`src/design/vdib_ram.sv`:
```
// Generic single-write, single-read RAM with a registered read port.
// Used for the vertex stores. Depends on nothing.
module vdib_ram #(
  parameter int WIDTH = 8,
  parameter int DEPTH = 16
) (
  input  logic                     clk,
  input  logic                     we,
  input  logic [$clog2(DEPTH)-1:0] waddr,
  input  logic [WIDTH-1:0]         wdata,
  input  logic [$clog2(DEPTH)-1:0] raddr,
  output logic [WIDTH-1:0]         rdata
);

  logic [WIDTH-1:0] mem [DEPTH];

  always_ff @(posedge clk) begin
    if (we) begin
      mem[waddr] <= wdata;
    end
    rdata <= mem[raddr];
  end

endmodule

```
`config.mk`:
```
export PLATFORM = sky130hd
export DESIGN_NAME = vdib_ram
export DESIGN_NICKNAME = d
export VERILOG_FILES = /design/src/design/vdib_ram.sv
export SDC_FILE = /design/constraint.sdc
export NUM_CORES = 1
export LEC_CHECK = 0
export BUFFER_PORTS_ARGS = -buffer_cell sky130_fd_sc_hd__clkbuf_2
export CORE_UTILIZATION = 55
export DETAILED_ROUTE_END_ITERATION = 6
export GPL_TIMING_DRIVEN = 0
export PLACE_DENSITY = 0.73
export SLEW_MARGIN = 5
export SYNTH_ARGS = -nofsm -noshare
export SYNTH_HDL_FRONTEND = slang
export SYNTH_SLANG_ARGS = --single-unit
```
`constraint.sdc`:
```
create_clock -name clk -period 3.1 [get_ports clk]
set_input_delay 0.31 -clock clk [delete_from_list [all_inputs] [get_ports clk]]
set_output_delay 0.31 -clock clk [all_outputs]
set_load 0.03 [all_outputs]
```
-- Word level (Yosys, flattened, before mapping)
Memory sizes are Yosys's and may differ from the RTL's. A register that Yosys moved wholly into a read port is not among the register bits.
Index checks and enable logic that the tools add are counted.
- memories: 1
- logic and storage cells: 3
- output and inout port bits: 8
- bits in writable memories: 128
- input bits: 18
- bits in registers: 0
- multiplexer cells: 2
- memories (memory ; words ; width ; read ports ; clocked after Yosys merged registers in ; write ports ; line ; source):
    mem ; 16 ; 8 ; 1 ; 1 ; 1 ; 15 ; logic [WIDTH-1:0] mem [DEPTH];
- operators by type and width (kind ; count):
    $mux 1 ; 2

-- Depth between registers and ports, before layout
- depth in word-level cells: 2
- depth in mapped cells: 5

-- Worst setup path before layout
No wires, ideal clock.
- path kind: input-to-reg
- from: input waddr[2]
- to: memory mem[0][0] (enable)
- slack: 1.297 ns
- data arrival time: 1.420 ns
- setup time: 0.383 ns
- stages on the path: 2
- buffers on the path: 0
- data required time: 2.717 ns
- cell sequence: or3b_2 nor3_1
- RTL lines (element ; line ; source):
    from (decl) ; 9 ; input logic [$clog2(DEPTH)-1:0] waddr,
    to (decl) ; 15 ;
Straight into the memory's write port.

-- Final worst setup path
- from: input waddr[2]
- to: memory mem[0][6] (enable)
Straight into the memory's write port.

==> flow_metrics.tcl <==
set metrics [dict create \
    wl_per_cell_um 24.22 \
    clkSinkCount 136 \
    portBuffers 24 \
    power_density_mw_per_mm2 730.3 \
    synth_top_cell_by_area "edfxtp_1" \
    cts_setup_buffers 0 \
    max_freq_mhz 536.1 \
    area_delta_synth_final_pct 17.16 \
    drt_iter0_drc 288 \
    core.rowCount 34 \
    slew_headroom_pct 10.44 \
    worst_slew_pin_slew_ps 1333 \
    grt_pass1_wl_mm 14.07 \
    hold_buffers 0 \
    startpoint_type "input pin" \
    path_cells "clkbuf_2 -> or3b_2 -> nor3_1" \
    die_w_um 98.74 \
    synth_common_cells "128 x edfxtp_1, 18 x mux4_2, 16 x a22oi_1, 14 x mux4_1, 13 x nor2_1" \
    seq_area_frac_synth_pct 77.78 \
    start_util_pct 57.89 \
    finClkSkew_ps 7.799 \
    antenna_left 0 \
    fin_nets 290 \
    path_clk_slew_ps 60 \
    htreeDepth 4 \
    synth.avg_cell_area_um2 22.48 \
    die_area_mm2 0.009750 \
    drc 0 \
    timing.final.crit_share_pct 60.18 \
    crit_buf_inv 1 \
    synth_ff_type "edfxtp_1" \
    die_y_um 98.74 \
    num_vias 2445 \
    syn-num-nets 247 \
    maxCapViolations 0 \
    grt_pass1_vias 2441 \
    firstDrtPassIters 4 \
    required_ps 3220 \
    drv_slew 0 \
    cp_slowest_cell "nor3_1" \
    netlist_instances 229 \
    crit_path_max_incr_delay_ps 1030 \
    crit_family "simple AND/OR/NAND/NOR gates" \
    grt_max_degree 17 \
    cts.path.max_buffers 2 \
    hp-class "in2reg" \
    peakVddDrop_uv 321.0 \
    antenna_found_initial 0 \
    drive_above_1_share_pct 28.07 \
    synth_top_area_share_pct 74.67 \
    p_leak_uw 0.002046 \
    cts_tree "built" \
    synth_cell_types 19 \
    setup_violations 0 \
    via_per_inst 6.221 \
    ys_seq_elements 136 \
    clk_latency_ps 520 \
    cts-resized-gates 0 \
    grt_usage_pct 21.65 \
    post-synth-top-count-cell "edfxtp_1" \
    critPathArrivalTime_ps 1990 \
    synth_warnings 0 \
    post-route-min-period_ps 1865 \
    hold_violations 0 \
    worstPathMaxFanout 8 \
    tns_ps 0 \
    cts_buffers 17 \
    setup_ws_ps 1235 \
    hpwl_mm 5.795 \
    antenna_cells 0 \
    outcome "completed" \
    synth_edf_count 128 \
    place_congestion 0.7215 \
    cp-end-kind "register" \
    root_buffer "clkbuf_8" \
    core_area_mm2 0.008891 \
    pin_count 26 \
    wl_mm 9.517 \
    synth_area_mm2 0.005147 \
    path_class "in2reg" \
    netlist_top_cells_area "edfxtp_1 75%, mux4_2 7.9%, mux4_1 7.1%" \
    dp_slack_ps 727.7 \
    grt.overflow.total 0 \
    rsz0062_at_grt "no" \
    fillCellCount 529 \
    async_reset_ff_share_pct 0 \
]
==> routing by layer <==
metal  global-route usage [%]  share of wire (%)  vias up
met2                    32.44                 49      131
met4                    9.644                2.2        0
li1                         -                  -     1058
met5                        0                  0        -
met1                    30.55                 40     1239
met3                    5.674                8.6       17
==> worst register-to-register path: cells and delay by family, from the launching register on <==
family,cells,cell delay (ps)
multiplexers,1,560
flip-flops,1,360
AND/OR/NAND/NOR,1,110
AO/OA/AOI/OAI,1,260
==> sequential cells by signal, indices dropped and copies added, names as in the netlist <==
name	flops
mem	128
rdata	8
==> final cells by class <==
cell class / instances / area (um^2) / share of cell area [%]
flip-flops and latches: 136 / 4004 / 66.39
repair buffers: 24 / 120.1 / 1.992
clock buffers: 23 / 456.7 / 7.573
plain buffers: 10 / 86.33 / 1.432
multi-input cells: 83 / 1057 / 17.53
well taps: 108 / 135.1 / 2.241
clock inverters: 9 / 171.4 / 2.842
==> worst paths after layout <==
check	start	to	slack [ps]	cells past startpoint
setup reg to reg	mem[5][0]	rdata[0]	1690	3
setup / recovery	waddr[2]	mem[0][6]	1230	3
hold / removal	wdata[6]	mem[4][6]	250	1
hold reg to reg	mem[11][3]	rdata[3]	690	3
==> placed cells by master, fill, tap and decap left out, drive strengths merged, types with 3 or more instances in the layout <==
cell | Yosys | final
nor3 | 4 | 4
nand2 | 9 | 9
clkinv | 0 | 3
a22oi | 16 | 16
clkbuf | 0 | 47
edfxtp | 128 | 128
nor2 | 13 | 13
mux4 | 32 | 32
buf | 7 | 7
clkdlybuf4s25 | 3 | 3
dfxtp | 8 | 8
bufinv | 0 | 5
==> per-stage QoR <==
step / instance area (um^2) / total power (uW) / util [%] / hold WS, ps / cells
floorplan: 5147 / 2232 / - / 408.9 / 229
global placement: 5403 / 2312 / 60.77 / 659.3 / 361
detailed placement: 5403 / 2320 / 60.77 / 671.4 / 361
CTS: 6031 / 4423 / 67.83 / 224.9 / 393
global route: 6031 / 4507 / 67.83 / 250.5 / 393
finish: 6031 / 4404 / 67.83 / 247.6 / 393
==> cells by family after synthesis <==
family	share of synthesized area [%]
buffers and inverters	1.677
AO/OA/AOI/OAI	2.334
flip-flops	77.78
AND/OR/NAND/NOR	3.184
multiplexers	15.02
==> report_power, final <==
| part | switching (uW) | total [uW] | leakage (uW) | internal, uW |
|---|---|---|---|---|
| logic | 134 | 215 | 0.000518 | 81.2 |
| clock network | 697 | 2120 | 0.000304 | 1420 |
| registers | 9.90 | 2070 | 0.00122 | 2060 |
| total | 841 | 4400 | 0.00205 | 3560 |
Power figures use the tool's default switching activity.
