File: config.mk
export PLATFORM = sky130hd
export DESIGN_NAME = vdib_cmp
export DESIGN_NICKNAME = d
export VERILOG_FILES = /design/src/design/vdib_cmp.sv
export SDC_FILE = /design/constraint.sdc
export NUM_CORES = 1
export LEC_CHECK = 0
export BUFFER_PORTS_ARGS = -buffer_cell sky130_fd_sc_hd__buf_4
export CAP_MARGIN = 15
export CORE_AREA = 5 5 96 98
export DETAILED_ROUTE_END_ITERATION = 6
export DIE_AREA = 0 0 101 103
export SLEW_MARGIN = 20
export SYNTH_ARGS = -nofsm -noshare
export SYNTH_HDL_FRONTEND = slang
export SYNTH_SLANG_ARGS = --single-unit
File: constraint.sdc
create_clock -name vclk -period 1.8
set_clock_uncertainty 0.15 [all_clocks]
set_input_delay 0.09 -clock vclk [all_inputs]
set_output_delay 0.09 -clock vclk [all_outputs]
set_load 0.02 [all_outputs]
File: src/design/vdib_cmp.sv
// Shared corner comparator: compares a held corner against one stored vertex.
// Three or four weight words take part. Depends on nothing.
module vdib_cmp #(
  parameter int SW = 32
) (
  input  logic [4*SW-1:0] corner,
  input  logic [4*SW-1:0] stored,
  input  logic            four_words,
  output logic            match
);

  logic low_eq;
  logic top_eq;

  assign low_eq = (corner[3*SW-1:0] == stored[3*SW-1:0]);
  assign top_eq = (corner[4*SW-1:3*SW] == stored[4*SW-1:3*SW]);
  assign match  = low_eq && (top_eq || !four_words);

endmodule

* Word level (Yosys, flattened, before mapping) *
Cells that the tools add are included.

word-level totals
  input port bits = 257
  output and inout bits = 1
  flip-flop bits (word level) = 0
  word-level logic and storage cells = 5

cells by class
  equality and inequality tests = 2
  reductions and logical operators = 3

operators with widths
  operator              number
  equality test 96 bit  1
  equality test 32 bit  1
  logical AND 1 bit     1
  logical NOT 1 bit     1
  logical OR 1 bit      1

* Depth between registers and ports, before layout *
Gate-level depths: netlist (run 1).

  word-level depth = 3
  mapped depth = 5
  gate-level depth less buffers = 5

* Worst setup path after synthesis (run 1) *
No wires, ideal clock.

  path type = input to output
  start = input stored[69]
  end = output match
  arrival time = 1327 ps
  required time = 1560 ps
  setup slack = 233 ps
  buffers on the path = 0
  stages = 5
  path through = xnor2_1 nand4_1 nor4_2 nand4_1 a2111oi_2

on the way
  cells in the longest elaborated chain, start to end = 2

ends and longest elaborated chain
  element               RTL line  RTL
  start, declared       7         input logic [4*SW-1:0] stored,
  equality test 96 bit  15        assign low_eq = (corner[3*SW-1:0] == stored[3*SW-1:0]);
  logical AND 1 bit     17        assign match = low_eq && (top_eq || !four_words);
  end, declared         9         output logic match

Every way passes these cells.

* Worst setup path after layout (run 1) *
  start = input stored[8]
  end = output match

Same word-level chain as after synthesis.

==> results.py, run 1 <==
metrics = {
    "cells_and_area": {
        "design.seq.count": 0,
        "nClkBuffers": 0,
        "finalNetCount": 689,
        "drive_gt1_share_pct": 63.7,
        "antennaDiodeCount": 0,
        "finish.instance_area_um2": 3590,
        "ff_latch_area_um2": 0,
        "final_cell_mix": "buf_4 (255), xnor2_1 (86), xor2_1 (32), nand4_1 (27)",
        "nFillCells": 836,
        "final_common_cell": "buf_4",
        "syn2layout_area_growth_pct": 156,
        "finalCoreUtilization_pct": 42.8,
    },
    "setup_path": {
        "crit_type": "input port to output port",
        "cp.required_ns": 1.56,
        "cp_top_family": "simple AND/OR/NAND/NOR gates",
        "critical_path_buf_inv_count": 3,
        "cp-end-kind": "output port",
        "cp_data_arrival_time_ns": 1.50,
        "crit_cells": 8,
        "crit_fanout": 1,
        "critPathMaxStageDelay_ns": 0.29,
        "crit_chain": "buf_4 -> xnor2_2 -> nand4_1 -> nor4_2 -> buf_4 -> nand4_1 -> a2111oi_2 -> buf_4",
        "crit_top_cell": "buf_4",
        "slowest_stage": "nor4_2",
        "cp-start-kind": "input port",
    },
    "floorplan": {
        "fp.coreArea_um2": 8380,
        "dieHeight_um": 103,
        "start_util_pct": 16.7,
        "fp-row-count": 34,
        "dieArea_um2": 10400,
        "die_w_um": 101,
        "io_pins": 258,
    },
    "timing": {
        "period_needed_ns": 1.74,
        "fmax_ghz": 0.574,
        "slew_headroom_pct": 74.6,
        "setup_viol": 0,
        "drv_slew": 0,
        "hold_viol_final": 0,
        "finalSetupTns_ns": 0,
        "fin_crit_sh_pct": 96.8,
        "worst_slack_ns": 0.0584,
        "grt_setup_unrepaired": "yes",
        "worst_pin_slew_ns": 0.377,
    },
    "min_path": {
        "holdPathEnd": "match",
        "hp-class": "input port to output port",
        "hold_start": "four_words",
        "hold_depth": 3,
    },
    "synthesis": {
        "synthMuxAreaShare_pct": 0,
        "synth_compound_area_share_pct": 1.07,
        "syn_area_um2": 1400,
        "synth_nets": 428,
        "synth_simple_gate_area_share_pct": 19.0,
        "ys_seq_area_share_pct": 0,
        "synth_top_family_by_area": "XOR/XNOR gates",
        "yosysWarningCount": 0,
        "yosys.cell_types.count": 7,
        "avgSynthCellArea_um2": 8.20,
        "syn_inst": 171,
        "synthAdderAreaFrac_pct": 0,
        "synth_xor_area_share_pct": 79.9,
    },
    "placed_design": {
        "place_area_um2": 3480,
        "pre_cts_ws_ns": -0.161,
        "gp_congestion": 0.787,
        "place_hpwl_um": 7130,
        "port_buffers": 258,
    },
    "cts": {
        "hold_buffers": 0,
        "post_cts_buffers": 0,
    },
    "global_routing": {
        "grt_pass1_wl_um": 10300,
        "grt-ovfl-total": 0,
        "antenna_found_initial": 0,
        "track_usage_pct": 12.1,
        "grt_pass1_vias": 2327,
        "grt_max_degree": 2,
    },
    "outcome": {
        "status": "completed",
    },
    "route": {
        "route.detailed.drc": 0,
        "firstDrtPassIters": 2,
        "postRouteAntennaNets": 0,
        "drtIter0Drc": 4,
        "routed_via_density": 4.02,
        "wirelength_um": 7440,
        "via_count": 2164,
        "wire_per_inst_um": 13.8,
    },
    "power": {
        "vdd_ir_drop_max_v": 0.0000933,
        "powerDensity_nw_per_um2": 219,
        "leakagePower_nw": 1.66,
    },
    "run": {
        "cap_violations": 0,
    },
}
-- per-stage QoR --
| step | hold slack [ns] | total power [mW] | std cells |
|---|---|---|---|
| after floorplan | 0.120 | 0.255 | 171 |
| after global placement | 0.318 | 0.752 | 538 |
| after detailed placement | 0.316 | 0.767 | 538 |
| after CTS | 0.322 | 0.795 | 538 |
| after global routing | 0.325 | 0.854 | 538 |
| final | 0.316 | 0.788 | 538 |
-- cell families (layout without fill, tap and decap cells) --
group | after synthesis | count (layout)
simple gates | 42 | 42
xor+xnor | 128 | 128
compound gates | 1 | 1
buf+inv | 0 | 259
-- cells in the mapped netlist (all sizes together) --
cell,number,share of area [%]
nand2,1,0.27
xor2,32,20
nand4,27,12
xnor2,96,60
nor4,14,6.7
a2111oi,1,1.1
-- metal layers --
| metal | global-route usage (%) | share of wire, % | vias to the layer above |
|---|---|---|---|
| li1 | - | - | 1116 |
| met1 | 13.3 | 34 | 922 |
| met2 | 24.8 | 55 | 124 |
| met3 | 2.44 | 10 | 2 |
| met4 | 0.511 | 0.28 | 0 |
| met5 | 0 | 0 | - |
-- cell type report --
class              count  area, um^2  share of cell area [%]
repair buffers       259        1960                    54.6
multi-input cells    171        1500                    41.7
well taps            108         135                    3.76
-- what timing repair did --
action,CTS,global route
gates resized for setup,15,2
pin swaps,13,1
hold endpoints to repair,0,0
endpoints found under the setup margin,1,1
-- tightest hold or removal path: stages --
cell,delay [ns]
buf_4,0.08
a2111oi_2,0.05
buf_4,0.16
-- how the worst max path moves through the flow --
stage | end | slack, ns | from
floorplan | match | 0.23 | stored[69]
global placement | match | -0.20 | stored[71]
detailed placement | match | -0.16 | stored[8]
CTS | match | 0.002 | stored[82]
global route | match | -0.06 | stored[8]
finish | match | 0.06 | stored[8]
-- where the power goes --
group | leakage, nW | switching [mW] | internal (mW) | total, mW
clock | 0 | 0 | 0 | 0
combinational | 1.66 | 0.237 | 0.551 | 0.788
sequential | 0 | 0 | 0 | 0
(Power assumes the default switching activity.)
==> inputs of run 2 (changes only) <==
- BUFFER_PORTS_ARGS: -buffer_cell sky130_fd_sc_hd__buf_4 -> unset
- CORE_AREA: 5 5 96 98 -> 5 5 97 99
- DIE_AREA: 0 0 101 103 -> 0 0 102 104
- DONT_BUFFER_PORTS: unset -> 1
==> results.py, run 2 (synthesized netlist as in run 1, its figures left out) <==
metrics = {
    "route": {
        "wl_met1_um": 1950,
        "wl_met2_um": 2830,
        "wire_per_inst_um": 18.6,
        "firstDrtPassIters": 4,
        "routed_via_density": 4.54,
        "wirelength_um": 5250,
        "postRouteAntennaNets": 0,
        "route.detailed.drc": 0,
        "route.met3.wl_um": 461,
        "via_count": 1280,
        "drtIter0Drc": 28,
        "routed.top_layer": "met3",
    },
    "placed_design": {
        "gp_congestion": 0.769,
        "pre_cts_ws_ns": -0.106,
        "port_buffers": 0,
        "place_hpwl_um": 5200,
    },
    "cts": {
        "hold_buffers": 0,
        "post_cts_buffers": 0,
    },
    "outcome": {
        "status": "completed",
    },
    "power": {
        "powerDensity_nw_per_um2": 185,
        "vdd_ir_drop_max_v": 0.0000835,
        "leakagePower_nw": 0.374,
        "total_power_uw": 292,
    },
    "timing": {
        "worst_slack_ns": 0.137,
        "fmax_ghz": 0.601,
        "fin_crit_sh_pct": 92.4,
        "hold_slack_ns": 0.221,
        "drv_slew": 0,
        "worst_pin_slew_ns": 0.318,
        "period_needed_ns": 1.66,
        "grt_setup_unrepaired": "no",
        "hold_viol_final": 0,
        "setup_viol": 0,
        "slew_headroom_pct": 78.6,
    },
    "cells_and_area": {
        "final_common_cell": "xnor2_1",
        "syn2layout_area_growth_pct": 12.7,
        "nClkBuffers": 0,
        "finalNetCount": 433,
        "design.seq.count": 0,
        "ff_latch_area_um2": 0,
        "final_cell_mix": "xnor2_1 (95), xor2_1 (32), nand4_1 (27), nor4_1 (11)",
        "finalCoreUtilization_pct": 18.7,
        "drive_gt1_share_pct": 4.60,
        "antennaDiodeCount": 0,
    },
    "setup_path": {
        "crit_fanout": 1,
        "cp-start-kind": "input port",
        "crit_chain": "xnor2_1 -> nand4_1 -> nor4_2 -> buf_4 -> nand2_1 -> a2111oi_2 -> buf_4",
        "critPathMaxStageDelay_ns": 0.37,
        "cp_data_arrival_time_ns": 1.42,
        "slowest_stage": "a2111oi_2",
        "critical_path_buf_inv_count": 2,
        "crit_top_cell": "buf_4",
        "cp_top_family": "simple AND/OR/NAND/NOR gates",
        "crit_type": "input port to output port",
        "cp.required_ns": 1.56,
        "cp-end-kind": "output port",
    },
    "global_routing": {
        "grt-ovfl-total": 0,
        "grt_pass1_vias": 1481,
        "antenna_found_initial": 0,
        "track_usage_pct": 8.28,
        "grt_pass1_wl_um": 7250,
        "grt_max_degree": 2,
    },
    "min_path": {
        "hp-class": "input port to output port",
        "holdPathEnd": "match",
        "hold_start": "four_words",
        "hold_depth": 2,
    },
    "floorplan": {
        "fp.coreArea_um2": 8470,
        "die_w_um": 102,
        "fp-row-count": 34,
        "start_util_pct": 16.6,
        "io_pins": 258,
        "dieArea_um2": 10600,
        "dieHeight_um": 104,
    },
    "run": {
        "cap_violations": 0,
    },
}
==> run 2: cell type report <==
class	count	area [um^2]
repair buffers	3	22.5
well taps	108	135
fillers	946	6890
multi-input cells	171	1420
==> run 2: timing repair <==
item / CTS / global route
endpoints found under the setup margin: 1 / 1
pin swaps: 2 / 0
resized for setup: 0 / 3
==> run 2: power breakdown <==
group | internal [mW] | total [mW] | switching, mW
Combinational | 0.195 | 0.292 | 0.0970
Clock | 0 | 0 | 0
Sequential | 0 | 0 | 0
Total | 0.195 | 0.292 | 0.0970
==> run 2: stage by stage <==
| step | cell area [um^2] | setup TNS (ns) | instances |
|---|---|---|---|
| final | 1580 | 0 | 282 |
| after global routing | 1580 | 0 | 282 |
| after CTS | 1560 | 0 | 282 |
| after detailed placement | 1560 | -0.106 | 282 |
| after global placement | 1560 | -0.117 | 282 |
| after floorplan | 1400 | 0 | 171 |
==> run 2: worst max path at each step <==
stage / cells past startpoint / slack [ns] / startpoint / to
2_1_floorplan: 5 / 0.23 / stored[69] / match
3_3_place_gp: 6 / -0.12 / stored[47] / match
3_5_place_dp: 6 / -0.11 / stored[65] / match
4_1_cts: 6 / 0.008 / stored[65] / match
5_1_grt: 7 / 0.007 / stored[111] / match
6_report: 7 / 0.14 / stored[111] / match
==> run 2: routing by layer <==
layer,global-route usage [%],up-vias
met2,16.1,96
met4,0.187,0
li1,-,604
met1,9.86,580
met5,0,-
met3,1.21,0
